`src/hdl/vau_pkg.sv`:
```
// shared types, constants and arithmetic helpers for the vector unit
`timescale 1ns / 1ps

package vau_pkg;

    localparam int FRAC_BITS  = 16;
    localparam int SQ_STAGES  = 32;
    localparam int QW         = FRAC_BITS + 1;
    localparam int DIV_STAGES = QW;
    localparam int SIDE_DEPTH = SQ_STAGES + DIV_STAGES;
    localparam int PIPE_DEPTH = 2 + SIDE_DEPTH;

    localparam logic signed [65:0] SAT_MAX = 66'sh0_0000_0000_7fff_ffff;
    localparam logic signed [65:0] SAT_MIN = 66'sh3_ffff_ffff_8000_0000;

    typedef enum logic [2:0] {
        ACT_ADD   = 3'd0,
        ACT_SUB   = 3'd1,
        ACT_SCALE = 3'd2,
        ACT_MUL   = 3'd3,
        ACT_NORM  = 3'd4,
        ACT_DOT   = 3'd5,
        ACT_CROSS = 3'd6,
        ACT_NONE  = 3'd7
    } action_t;

    typedef struct packed {
        logic signed [63:0] p0;
        logic signed [63:0] p1;
        logic signed [32:0] s;
    } lane_res_t;

    typedef struct packed {
        logic [31:0] v;
        logic        ovf;
    } comp_t;

    typedef struct packed {
        logic             norm;
        logic             zlen;
        logic [2:0][31:0] res;
        logic             ovf;
        logic [2:0]       neg;
        logic [2:0][31:0] mag;
    } side_t;

    function automatic logic signed [65:0] ext64(input logic signed [63:0] p);
        return {{2{p[63]}}, p};
    endfunction

    // round half up to FRAC_BITS fraction bits
    function automatic logic signed [65:0] rnd_frac(input logic signed [65:0] t);
        logic signed [65:0] h;
        h = t + (66'sd1 <<< (FRAC_BITS - 1));
        return h >>> FRAC_BITS;
    endfunction

    function automatic comp_t sat32(input logic signed [65:0] v);
        comp_t c;
        if (v > SAT_MAX)
        begin
            c.v   = 32'h7fff_ffff;
            c.ovf = 1'b1;
        end
        else if (v < SAT_MIN)
        begin
            c.v   = 32'h8000_0000;
            c.ovf = 1'b1;
        end
        else
        begin
            c.v   = v[31:0];
            c.ovf = 1'b0;
        end
        return c;
    endfunction

endpackage

```
`src/hdl/vau_merge.sv`:
```
// merge stage: combines lane results, rounds and saturates
`timescale 1ns / 1ps

module vau_merge import vau_pkg::*;
(
    input  logic             clk,
    input  logic             en,
    input  action_t          act,
    input  lane_res_t [2:0]  ln,
    input  logic [2:0]       neg,
    input  logic [2:0][31:0] mag,
    output side_t            side,
    output logic [63:0]      sq
);

    side_t       side_reg;
    side_t       side_next;
    logic [63:0] sq_reg;
    logic [63:0] sq_next;
    comp_t       c [3];

    always_comb
    begin
        for (int i = 0; i < 3; i++)
            c[i] = '0;
        sq_next        = ln[0].p0 + ln[1].p0 + ln[2].p0;
        side_next.norm = 1'b0;
        side_next.zlen = 1'b0;
        side_next.neg  = neg;
        side_next.mag  = mag;
        case (act) inside
            ACT_ADD, ACT_SUB:
            begin
                for (int i = 0; i < 3; i++)
                    c[i] = sat32({{33{ln[i].s[32]}}, ln[i].s});
            end
            ACT_SCALE, ACT_MUL:
            begin
                for (int i = 0; i < 3; i++)
                    c[i] = sat32(rnd_frac(ext64(ln[i].p0)));
            end
            ACT_CROSS:
            begin
                for (int i = 0; i < 3; i++)
                    c[i] = sat32(rnd_frac(ext64(ln[i].p0) - ext64(ln[i].p1)));
            end
            ACT_DOT:
            begin
                c[0] = sat32(rnd_frac(ext64(ln[0].p0) + ext64(ln[1].p0)
                                      + ext64(ln[2].p0)));
            end
            ACT_NORM:
            begin
                side_next.norm = 1'b1;
                side_next.zlen = (sq_next == 64'd0);
            end
            default:
            begin
                side_next.norm = 1'b0;
            end
        endcase
        for (int i = 0; i < 3; i++)
            side_next.res[i] = c[i].v;
        side_next.ovf = c[0].ovf | c[1].ovf | c[2].ovf;
    end

    always_ff @(posedge clk)
    begin
        if (en)
        begin
            side_reg <= side_next;
            sq_reg   <= sq_next;
        end
    end

    assign side = side_reg;
    assign sq   = sq_reg;

endmodule

```
`config.mk`:
```
export PLATFORM = sky130hd
export DESIGN_NAME = vau_merge
export DESIGN_NICKNAME = d
export VERILOG_FILES = /design/src/hdl/vau_pkg.sv /design/src/hdl/vau_merge.sv
export SDC_FILE = /design/constraint.sdc
export NUM_CORES = 2
export LEC_CHECK = 0
export BUFFER_PORTS_ARGS = -buffer_cell sky130_fd_sc_hd__buf_2
export CAP_MARGIN = 0
export CORE_AREA = 2 2 334 336
export DETAILED_ROUTE_END_ITERATION = 12
export DIE_AREA = 0 0 336 338
export PLACE_DENSITY = 0.57
export SETUP_SLACK_MARGIN = 0.3
export SLEW_MARGIN = 20
export SYNTH_ARGS = -nofsm -noshare
export SYNTH_HDL_FRONTEND = slang
export SYNTH_SLANG_ARGS = --single-unit
export TNS_END_PERCENT = 50
```
`constraint.sdc`:
```
create_clock -name clk -period 5.1 [get_ports clk]
set_clock_uncertainty 0.05 [all_clocks]
set_input_delay 0.255 -clock clk [delete_from_list [all_inputs] [get_ports clk]]
set_output_delay 0.255 -clock clk [all_outputs]
set_load 0.02 [all_outputs]
```
After elaboration in Yosys (flattened, before gate mapping)
Cells that the tools add are included.

operators by class
  $mul = 0
  bitwise operators = 3
  add/sub/neg operators = 14
  reductions and logical operators = 6
  mux-type cells = 28
  order comparisons = 20
  shift-type cells = 0
  eq/ne operators = 6
  div/mod/pow operators = 0

operators by type and width
  cell                    number
  $mux 33                 24
  $gt 50x32->1 const B    4
  $lt 50x32->1 const B    4
  $add 65x17->66 const B  3
  $mux 66                 3
  $add 64x17->65 const B  3
  $sub 64x64->65          3
  $gt 49x32->1 const B    3
  $lt 49x32->1 const B    3
  $add 64x64->64          2
  $gt 33x32->1 const B    3
  $lt 33x32->1 const B    3
  $add 65x64->66          1
  $add 66x17->66 const B  1
  $add 64x64->65          1
  $logic_not 64->1        1
  $eq 3x3->1 const B      3
  $reduce_or 7->1         1
  $eq 3x2->1 const B      2
  $reduce_or 6->1         1
  $reduce_or 2->1         2
  $eq 3x1->1 const B      1
  $logic_not 3->1         1
  $or 1x1->1              2
  other kinds (2)         2

word-level totals
  logic and storage cells = 88
  memories = 0
  memory bits (writable) = 0
  memory bits (read-only) = 0
  latch bits = 0
  bits in registers = 262
  input bits = 587

Depth between registers and ports, before layout
  depth in word-level cells = 12
  depth in mapped cells = 21

Worst setup path after synthesis
OpenSTA, ideal clock, no wires.

  path type = input-to-reg
  from = input ln[101] (netlist name)
  to = register side_reg (netlist bit side[196]), data pin
  data arrival time = 4560 ps
  path buffers = 0
  setup time = 170 ps
  setup slack = 321 ps
  stages on the path = 20
  path through = inv_1 fa_1 inv_1 ha_1 inv_1 fa_1 and2_1 a211o_1 a2111oi_2 a211oi_2 nor2_2 a2111oi_4 a21oi_2 a41o_1 o22a_1 nand3_2 o31ai_1 xor2_1 or4b_1 nor4_2

between the ends
  longest elaborated chain between the ends = 3

RTL lines
  element                      RTL line         text
  start: declaration           vau_merge.sv:9   input lane_res_t [2:0] ln,
  $add 64x64->64 (2 in a row)  vau_merge.sv:26  sq_next = ln[0].p0 + ln[1].p0 + ln[2].p0;
  via sq_next[62]              vau_merge.sv:19  logic [63:0] sq_next;
  $logic_not 64->1             vau_merge.sv:55  side_next.zlen = (sq_next == 64'd0);
  end signal: assignment       vau_merge.sv:71  side_reg <= side_next;
  end: declaration             vau_merge.sv:16  side_t side_reg;

The timed path passes the listed nets, and every way through them passes these cells.
A chain may end at the register's enable or synchronous reset.

==> out/metrics.csv <==
stage,metric,value,unit
cells_and_area,post-route-util,48.7,%
logic_synthesis,yosys_warnings,0,
setup_path,crit_start,ln[279],
logic_synthesis,synth_edf_count,262,
cells_and_area,layout-drive-gt1-share,29.3,%
setup_path,crit_path_max_fanout,7,
route,initialDrtViolationCount,3579,
route,postRouteAntennaNets,0,
logic_synthesis,mappedNetlistArea,38700,sq um
logic_synthesis,synth_xor_area_share,7.74,%
cells_and_area,n_fill_cell,10880,
sta,min_period,4680,ps
placement,dpl.hpwl,171000,microns
placement,portBuffers,848,
cells_and_area,multi_input_area,29000,sq um
global_route,grt_antenna_before_repair,31,
sta,finalSetupViolations,0,
cells_and_area,nNetsFinal,7625,
sta,rsz0062_at_grt,true,
route,post_drt_wl_per_cell,25.0,microns
logic_synthesis,ys_types,112,
floorplanning,std_cell_rows,122,
sta,fmax,0.214,GHz
power_and_ir_drop,power_density,283,nW/um^2
flow_run,maxCapViolCount,0,
sta,hold_viol_final,0,
power_and_ir_drop,finalPower,15100,uW
run_status,status,"finished, final reports clean",
logic_synthesis,synth_seq_area_share,20.3,%
cts,cts.sinks,262,
power_and_ir_drop,p_leak,0.0250,uW
floorplanning,boundaryPins,849,
setup_path,cp.required,5500,ps
logic_synthesis,synth_nets,5962,
min_path,hold_class,in2reg,
logic_synthesis,synthCells,4744,
global_route,grt_max_degree,111,
floorplanning,design.core.area,110000,sq um
logic_synthesis,yosys.area_share.simple,18.7,%
global_route,overflow,0,
route,wl_met3,13800,microns
logic_synthesis,avgSynthCellArea,8.16,sq um
sta,max_slew_margin,27.2,%
route,highest_layer,met5,
logic_synthesis,yosysMostFrequentCell,ha_1,
logic_synthesis,synth_fa_ha_area_share,22.8,%
logic_synthesis,yosys.area.top_type,edfxtp_1,
power_and_ir_drop,peakVddDrop,219,uV
floorplanning,die_x,336,microns
logic_synthesis,synth_area_leaders,"edfxtp_1, ha_1, fa_1",
cts,cts_buffers,40,
setup_path,critPathLaunchType,input port,
floorplanning,die_h,338,microns
logic_synthesis,synth_top_family_by_area,compound AO/OA/AOI/OAI gates,
route,routed_wl,199000,microns
global_route,grt_pass1_vias,42819,
cells_and_area,register_area,7870,sq um
setup_path,critPathCaptureType,flip-flop,
route,via_per_inst,5.55,
logic_synthesis,synthTopCellsByCount,"ha_1, nand2_1, a21oi_1, inv_1, o21ai_0",
floorplanning,start_util,35.2,%
route,vias,44072,
cts,cts_root_buf,clkbuf_16,
cts,clk_pin_slew_worst_paths,60,ps
sta,tightest_slew,1090,ps
global_route,track_usage,33.6,%
logic_synthesis,ys.flop_type,edfxtp_1,
setup_path,cp.arrival,5080,ps
sta,drv_slew,0,
logic_synthesis,muxShareOfSynthArea,0.378,%
cts,htreeDepth,2,
cells_and_area,largest_reg_flops,198,
cells_and_area,area_delta_synth_final,38.4,%
logic_synthesis,synth_compound_area_share,24.3,%
route,firstDrtPassIters,5,
min_path,hp-start,ln[28],
cts,cts_tree,yes,
route,m1WireLength,81600,microns
logic_synthesis,yosys_register_bits,262,
route,wl_met2,92900,microns
placement,gp_congestion,1.04,
setup_path,setup.worst_path.class,in2reg,
cts,cts_max_path_buffers,3,
route,drc,0,
logic_synthesis,synth_top_area_share,20.3,%
global_route,grt_first_pass_wirelength,279000,microns
floorplanning,dieArea,114000,sq um
logic_synthesis,synthArstFlopShare,0,%
sta,period_share,91.7,%
==> kinds of logic (layout without fill, tap and decap cells) <==
logic type,after synthesis,after routing
adders and majority gates,633,633
muxes,14,14
and+or+nand+nor,1464,1464
other,0,15
buffers and inverters,565,2260
AOI/OAI and AO/OA,1464,1464
DFF,262,262
xor gates and xnor gates,342,342
==> worst max-delay path, stage by stage <==
cell        delay [ps]
buf_4              130
clkinvlp_4         170
fa_1               480
inv_2               90
ha_2               200
inv_2               40
fa_1               500
o21bai_4           200
o211ai_1           240
a21oi_2            110
or4_4              490
a211o_1            270
a31oi_1            180
o22ai_1            110
xnor2_1            270
nand4_1            160
nor4b_2            290
nand3_1            180
a21boi_4           200
buf_4              160
clkbuf_16          150
o21ai_1             80
o2111ai_1           90
==> cell type report <==
type | instances | share of cell area [%]
flip-flops and latches | 262 | 14.7
well taps | 1488 | 3.48
repair buffers | 1786 | 22.3
multi-input cells | 3917 | 54.1
clock inverters | 31 | 0.605
clock buffers | 43 | 1.93
diodes | 15 | 0.0701
inverters | 400 | 2.81
==> cell usage in the layout (no fill, tap or decap), types with 38 or more instances in the layout <==
cell type,instances
a21o_1,109
a21oi_1,444
a31oi_1,75
and3_1,43
buf_2,846
buf_4,785
clkbuf_16,42
dlygate4sd3_1,126
edfxtp_1,262
fa_1,117
ha_1,509
inv_1,397
nand2_1,461
nand2b_1,48
nand3_1,135
nand4_1,127
nor2_1,290
nor2b_1,40
nor3_1,91
o211ai_1,38
o21a_1,46
o21ai_0,301
o21ai_1,43
o21bai_1,84
xnor2_1,191
xor2_1,149
==> power breakdown <==
part           internal, uW  total (uW)  switching [uW]
sequential             2820        3020             207
clock                  1740        2990            1250
combinational          3790        9130            5340
total                  8350       15100            6790
==> final timing paths <==
check | to | slack, ps | cells after the start
setup / recovery | side[125] | 420 | 23
hold / removal | side[128] | 30 | 5
==> per-layer routing <==
layer	GRT usage (%)	vias to the layer above
li1	-	20729
met1	41.9	21102
met2	57.0	1860
met3	4.67	367
met4	16.1	14
met5	0	-
==> timing repair <==
action                                  4_1_cts  5_1_grt
cloned                                        0        1
endpoints found under the setup margin       34       94
pin swaps                                     4       42
hold buffers                                126        0
buffers inserted                              0       11
resized for setup                             9       68
endpoints found under the hold margin       126        0
==> metrics by stage <==
step / setup TNS, ps / setup slack [ps] / hold slack (ps) / std cells / instance area, sq um
final: 0 / 424 / 26.8 / 7942 / 53600
after detailed placement: -32420 / -758 / 383 / 7715 / 50400
after global routing: 0 / 293 / 53.9 / 7938 / 53500
after global placement: -36530 / -733 / 382 / 7715 / 50400
after floorplan: 0 / 321 / 304 / 4744 / 38700
after CTS: 0 / 283 / 0.215 / 7915 / 53100
No activity file was read; power rests on OpenSTA's default activity.
