File: src/hdl/vau_pkg.sv
// shared types, constants and arithmetic helpers for the vector unit
`timescale 1ns / 1ps

package vau_pkg;

    localparam int FRAC_BITS  = 16;
    localparam int SQ_STAGES  = 32;
    localparam int QW         = FRAC_BITS + 1;
    localparam int DIV_STAGES = QW;
    localparam int SIDE_DEPTH = SQ_STAGES + DIV_STAGES;
    localparam int PIPE_DEPTH = 2 + SIDE_DEPTH;

    localparam logic signed [65:0] SAT_MAX = 66'sh0_0000_0000_7fff_ffff;
    localparam logic signed [65:0] SAT_MIN = 66'sh3_ffff_ffff_8000_0000;

    typedef enum logic [2:0] {
        ACT_ADD   = 3'd0,
        ACT_SUB   = 3'd1,
        ACT_SCALE = 3'd2,
        ACT_MUL   = 3'd3,
        ACT_NORM  = 3'd4,
        ACT_DOT   = 3'd5,
        ACT_CROSS = 3'd6,
        ACT_NONE  = 3'd7
    } action_t;

    typedef struct packed {
        logic signed [63:0] p0;
        logic signed [63:0] p1;
        logic signed [32:0] s;
    } lane_res_t;

    typedef struct packed {
        logic [31:0] v;
        logic        ovf;
    } comp_t;

    typedef struct packed {
        logic             norm;
        logic             zlen;
        logic [2:0][31:0] res;
        logic             ovf;
        logic [2:0]       neg;
        logic [2:0][31:0] mag;
    } side_t;

    function automatic logic signed [65:0] ext64(input logic signed [63:0] p);
        return {{2{p[63]}}, p};
    endfunction

    // round half up to FRAC_BITS fraction bits
    function automatic logic signed [65:0] rnd_frac(input logic signed [65:0] t);
        logic signed [65:0] h;
        h = t + (66'sd1 <<< (FRAC_BITS - 1));
        return h >>> FRAC_BITS;
    endfunction

    function automatic comp_t sat32(input logic signed [65:0] v);
        comp_t c;
        if (v > SAT_MAX)
        begin
            c.v   = 32'h7fff_ffff;
            c.ovf = 1'b1;
        end
        else if (v < SAT_MIN)
        begin
            c.v   = 32'h8000_0000;
            c.ovf = 1'b1;
        end
        else
        begin
            c.v   = v[31:0];
            c.ovf = 1'b0;
        end
        return c;
    endfunction

endpackage

File: src/hdl/vau_ndiv.sv
// pipelined restoring divider for one normalised component
`timescale 1ns / 1ps

module vau_ndiv import vau_pkg::*;
(
    input  logic               clk,
    input  logic               en,
    input  logic [31:0]        mag,
    input  logic               neg,
    input  logic [31:0]        len,
    output logic signed [31:0] q_out
);

    logic [63:0]   rem_reg  [DIV_STAGES];
    logic [QW-1:0] q_reg    [DIV_STAGES];
    logic [33:0]   d_reg    [DIV_STAGES];
    logic          neg_reg  [DIV_STAGES];
    logic [63:0]   rem_next [DIV_STAGES];
    logic [QW-1:0] q_next   [DIV_STAGES];
    logic [63:0]   rem_prev [DIV_STAGES];
    logic [QW-1:0] q_prev   [DIV_STAGES];
    logic [33:0]   d_prev   [DIV_STAGES];
    logic          neg_prev [DIV_STAGES];
    logic [63:0]   trial    [DIV_STAGES];
    logic [31:0]   qx;

    always_comb
    begin
        for (int k = 0; k < DIV_STAGES; k++)
        begin
            if (k == 0)
            begin
                rem_prev[k] = ({32'd0, mag} << (FRAC_BITS + 1)) + {32'd0, len};
                q_prev[k]   = '0;
                d_prev[k]   = {1'b0, len, 1'b0};
                neg_prev[k] = neg;
            end
            else
            begin
                rem_prev[k] = rem_reg[(k == 0) ? 0 : k - 1];
                q_prev[k]   = q_reg[(k == 0) ? 0 : k - 1];
                d_prev[k]   = d_reg[(k == 0) ? 0 : k - 1];
                neg_prev[k] = neg_reg[(k == 0) ? 0 : k - 1];
            end
            trial[k]  = {30'd0, d_prev[k]} << (QW - 1 - k);
            q_next[k] = q_prev[k];
            if (rem_prev[k] >= trial[k])
            begin
                rem_next[k]            = rem_prev[k] - trial[k];
                q_next[k][QW - 1 - k]  = 1'b1;
            end
            else
            begin
                rem_next[k] = rem_prev[k];
            end
        end
    end

    always_ff @(posedge clk)
    begin
        if (en)
        begin
            for (int k = 0; k < DIV_STAGES; k++)
            begin
                rem_reg[k] <= rem_next[k];
                q_reg[k]   <= q_next[k];
                d_reg[k]   <= d_prev[k];
                neg_reg[k] <= neg_prev[k];
            end
        end
    end

    assign qx    = {{(32 - QW){1'b0}}, q_reg[DIV_STAGES - 1]};
    assign q_out = neg_reg[DIV_STAGES - 1] ? -$signed(qx) : $signed(qx);

endmodule

File: config.mk
export PLATFORM = sky130hd
export DESIGN_NAME = vau_ndiv
export DESIGN_NICKNAME = d
export VERILOG_FILES = /design/src/hdl/vau_pkg.sv /design/src/hdl/vau_ndiv.sv
export SDC_FILE = /design/constraint.sdc
export NUM_CORES = 2
export LEC_CHECK = 0
export BUFFER_PORTS_ARGS = -buffer_cell sky130_fd_sc_hd__buf_4
export CAP_MARGIN = 10
export CORE_ASPECT_RATIO = 0.7
export CORE_MARGIN = 2
export CORE_UTILIZATION = 50
export CTS_CLUSTER_SIZE = 25
export DETAILED_ROUTE_END_ITERATION = 10
export GPL_TIMING_DRIVEN = 0
export HOLD_SLACK_MARGIN = 0.02
export PLACE_DENSITY = 0.65
export SYNTH_ARGS = -nofsm -noshare
export SYNTH_HDL_FRONTEND = slang
export SYNTH_SLANG_ARGS = --single-unit
export TNS_END_PERCENT = 100
File: constraint.sdc
create_clock -name clk -period 6.05 [get_ports clk]
set_input_delay 0.3025 -clock clk [delete_from_list [all_inputs] [get_ports clk]]
set_output_delay 0.3025 -clock clk [all_outputs]
set_load 0.02 [all_outputs]
**Word level (Yosys, flattened, before mapping)**

Memories as Yosys holds them, arrays and structs flattened.
Index checks and enable logic that the tools add are counted.
Widths: inputs -> output; s select.

- Add/sub/neg operators: 19
- Multiplexer cells: 37
- Order comparisons: 17

Operators with widths:

| operator | count |
|---|---|
| $mux 64 | 17 |
| $ge 64x34->1 | 1 |
| $ge 64x35->1 | 1 |
| $ge 64x36->1 | 1 |
| $ge 64x37->1 | 1 |
| $ge 64x38->1 | 1 |
| $ge 64x39->1 | 1 |
| $ge 64x40->1 | 1 |
| $ge 64x41->1 | 1 |
| $ge 64x42->1 | 1 |
| $ge 64x43->1 | 1 |
| $ge 64x44->1 | 1 |
| $ge 64x45->1 | 1 |
| $ge 64x46->1 | 1 |
| $ge 64x47->1 | 1 |
| $ge 64x48->1 | 1 |
| $ge 64x49->1 | 1 |
| $sub 64x34->64 | 1 |
| $sub 64x35->64 | 1 |
| $sub 64x36->64 | 1 |
| $sub 64x37->64 | 1 |
| $sub 64x38->64 | 1 |
| $sub 64x39->64 | 1 |
| $sub 64x40->64 | 1 |
| other kinds (15) | 33 |

- Input port bits: 67
- Logic and storage cells: 77
- Register bits after elaboration: 0
- Output and inout port bits: 32
- Memory bits (writable): 1972
- Memories kept: 4

Memory list:

| memory | depth | width | read ports | clocked after Yosys merged registers in | write ports | RTL line | text |
|---|---|---|---|---|---|---|---|
| rem_reg | 17 | 64 | 16 | 0 | 17 | vau_ndiv.sv:14 | `logic [63:0] rem_reg [DIV_STAGES];` |
| d_reg | 17 | 34 | 16 | 0 | 17 | vau_ndiv.sv:16 | `logic [33:0] d_reg [DIV_STAGES];` |
| q_reg | 17 | 17 | 17 | 0 | 17 | vau_ndiv.sv:15 | `logic [QW-1:0] q_reg [DIV_STAGES];` |
| neg_reg | 17 | 1 | 17 | 0 | 17 | vau_ndiv.sv:17 | `logic neg_reg [DIV_STAGES];` |

**Longest topological paths before layout**

- Depth in word-level cells: 3
- Mapped depth: 24
- Mapped depth without buffers: 21

**Worst setup path before layout**

No wires, ideal clock.

- Path type: input -> register
- From: input mag[1]
- To: memory rem_reg[0][44] (data pin)
- Path slack: 0.703 ns
- Library setup time: 0.254 ns
- Arrival: 5.093 ns
- Required time: 5.796 ns
- Path buffers: 3
- Stages on the path: 24
- Path through: ha_1 > a21o_1 > a21oi_1 > o21a_1 > o21ai_0 > nand2_1 > a31oi_1 > a31oi_1 > nor2b_1 > xor2_1 > ha_1 > clkbuf_1 > a21o_1 > a21o_1 > a21o_1 > a311o_1 > or2_2 > a31o_2 > o21ai_0 > nor3b_1 > clkbuf_1 > clkbuf_1 > nor2_1 > a21o_1

RTL lines:

| item | RTL line | text |
|---|---|---|
| from (decl) | vau_ndiv.sv:8 | `input logic [31:0] mag,` |
| to (decl) | vau_ndiv.sv:14 |  |

==> metrics <==
clock sink count roughly 1500; Vias roughly 70000; Setup Viol. Count Final 0; Peak Freq 166 MHz; Max Cap Viol 0; die height about 360 um; core area 180000 um2; die width a little over 500 um; total CTS buffers roughly 170; Yosys reg bits about 1500; clock-pin slew on the worst setup and hold paths roughly 0.06 ns; minimum clock period just over 6 ns; IO buf count 98; Area Growth Syn to Fin 10.9%; crit path launch type primary input; vias in the first global route 63100; endpoints failing hold 0; first-pass GRT wire length 399000 um; TritonCTS clock tree done; dpl cells between 10000 and 15000; Clock Tree Buf Depth 4; grt ovf 0; Final Wtd Congestion approximately 1.0; diodes inserted 0; total wire length 267000 um; Ports 99; max reg flops between 1000 and 1500; Root Buffer Master clkbuf_16; max-slew violation count 0; Starting Density 0.505; mean post-synth cell area between 10 and 15 um2; dominant synthesized flop cell edfxtp_1; drt pass-1 iters 9; Cell Area, Synth 90800 um2; RSZ-0062 raised after global routing yes; Worst-Skew Late Latency approximately 0.83 ns; Highest Signal Layer met5; gr usage total 0.282; final setup skew around 0.052 ns; Layout Cells excl Fill around 11000; Residual DRC 0; Syn Inst Count between 8000 and 9000; fin util 0.560; H-tree levels 4; crit share post-route 0.997; status finished clean; placed wire-length estimate between 200000 and 250000 um; post-synth cell types 95; CP Class in -> reg; Crit Path Max Fanout 10; num rows between 100 and 150; Slew @ Worst Pin 1.35 ns; routed wl met3 around 37000 um; Hold Path Class in -> reg; total power draw 46.1 mW; Syn Nets a little over 9000; Crit. End Element flop; maximum vdd drop between 0.0002 and 0.00025 V; M1 WL roughly 140000 um; WL per Instance about 23 um; cell taking the most area after synthesis edfxtp_1; post-synthesis async set-or-reset flop share 0; CP required between 6 and 7 ns; routed wl met2 between 90000 and 100000 um; top post-synthesis cells by area edfxtp_1, ha_1, xor2_1, xnor2_1, o21ai_0; register area share after synthesis 0.510; Min Hold Slack just under 0.09 ns; normalized max-slew margin 0.0737; PD cells 458 nW/um2; post-route ant nets 0; share of layout cells above drive strength 1 0.0576; YS warnings 0; drt initial violations 9439; initial antenna violation count 8; die footprint around 190000 um2; vias per inst 6.08; Yosys top cell area share 0.510; nets approximately 9600; CP arrival approximately 6.6 ns; Leak between 30 and 40 nW; largest net degree at the start of global routing ~190; EDFF count, synth 1541
## report_power, final
group / internal [mW] / switching [mW]
Sequential: 15.2 / 1.99
Combinational: 7.35 / 11.6
Clock: 5.75 / 4.24
## cells in the final DEF (no fill, tap or decap), types with 84 or more instances in the layout
cell          n
edfxtp_1   1541
nand2_1     829
inv_1       701
o21ai_0     653
a21oi_1     599
ha_1        559
nor2_1      506
xor2_1      409
xnor2_1     395
a21o_1      302
clkbuf_1    246
nor3_1      195
clkbuf_16   173
nor4_1      149
nand4_1     147
nand3_1     139
buf_4       107
nand2b_1     95
o21bai_1     84
## cells by family (layout without fill, tap and decap cells)
kind of cell | count (synthesis) | in the layout | synth area share
AOI/OAI and AO/OA | 2160 | 2160 | 0.146
xor gates and xnor gates | 805 | 805 | 0.0777
adders and majority gates | 576 | 576 | 0.0808
buffers and inverters | 975 | 1429 | 0.0408
DFF | 1541 | 1541 | 0.510
muxes | 65 | 65 | 0.00823
and+or+nand+nor | 2515 | 2515 | 0.136
## worst max-delay path, stage by stage
cell	delay, ns
buf_4	0.13
ha_1	0.19
fa_1	0.25
a211oi_1	0.09
nor2_1	0.26
nand4_1	0.21
a31oi_2	0.34
a41oi_1	0.28
nand2b_1	0.14
a21oi_1	0.08
xnor2_1	0.65
ha_1	0.42
nand4_1	0.22
a221oi_1	0.16
o311ai_2	0.50
a21oi_1	0.16
or2_2	0.42
a31o_2	0.28
o21ai_0	0.22
nor3b_1	0.21
clkbuf_4	0.37
clkbuf_4	0.39
nand2_1	0.10
o21ai_0	0.20
## path summary, 6_finish.rpt
path                  from              end  slack (ns)  cells after the start
max reg2reg  d_reg[0][166]  rem_reg[0][348]        0.02                     15
min reg2reg  q_reg[0][112]    q_reg[0][129]        0.39                      0
max                len[17]   rem_reg[0][19]        0.02                     24
min                mag[25]   rem_reg[0][43]        0.09                      5
## per-stage QoR
stage | setup TNS (ns) | worst slack [ns] | instance area [um2]
floorplan | 0 | 0.703 | 90800
global placement | - | -8.98 | 94500
detailed placement | -75.10 | -2.19 | 94900
CTS | 0 | 0.0125 | 101000
global route | -0.0662 | -0.0400 | 101000
finish | 0 | 0.0174 | 101000
## cell type report
class | instances | area [um2]
multi-input combinational | 6121 | 40900
fill | 15600 | 79200
clock buffer | 199 | 4430
timing repair buffer | 167 | 1560
clock inverter | 88 | 771
buffer | 267 | 1070
tap | 2376 | 2970
inverter | 708 | 2660
sequential | 1541 | 46300
## cells in the mapped netlist, types with 17 or more instances
cell type,n
nor4b_1,24
and4_1,24
o21ai_0,653
a211oi_1,47
clkbuf_1,231
or2_2,28
a21oi_1,602
o31ai_1,58
o211ai_1,39
xnor2_1,396
edfxtp_1,1541
a21boi_0,22
nor2_1,506
nand2_1,829
a21o_1,302
nand3_1,139
nor4_1,153
o21a_1,78
nand2b_1,95
nor3_1,195
inv_1,701
mux2_2,53
a2111oi_0,20
ha_1,559
nor3b_1,21
or3_1,71
or4_1,57
buf_2,18
and3_1,50
o21bai_1,84
nand4_1,147
nor2b_1,76
fa_1,17
nand3b_1,27
xor2_1,409
a31oi_1,65
and2_1,28
## layer usage
| metal | GRT usage | vias to the layer above |
|---|---|---|
| met5 | 0 | - |
| met4 | 0.0407 | 6 |
| met3 | 0.0980 | 245 |
| met2 | 0.324 | 3428 |
| met1 | 0.488 | 33700 |
| li1 | - | 32400 |
## repair_timing
action	4_1_cts	5_1_grt
hold buffers	45	1
pin swaps	0	2
endpoints found under the hold margin	131	1
setup endpoints to repair	79	90
setup buffers	0	4
resized for setup	17	20
(Power assumes the default switching activity.)
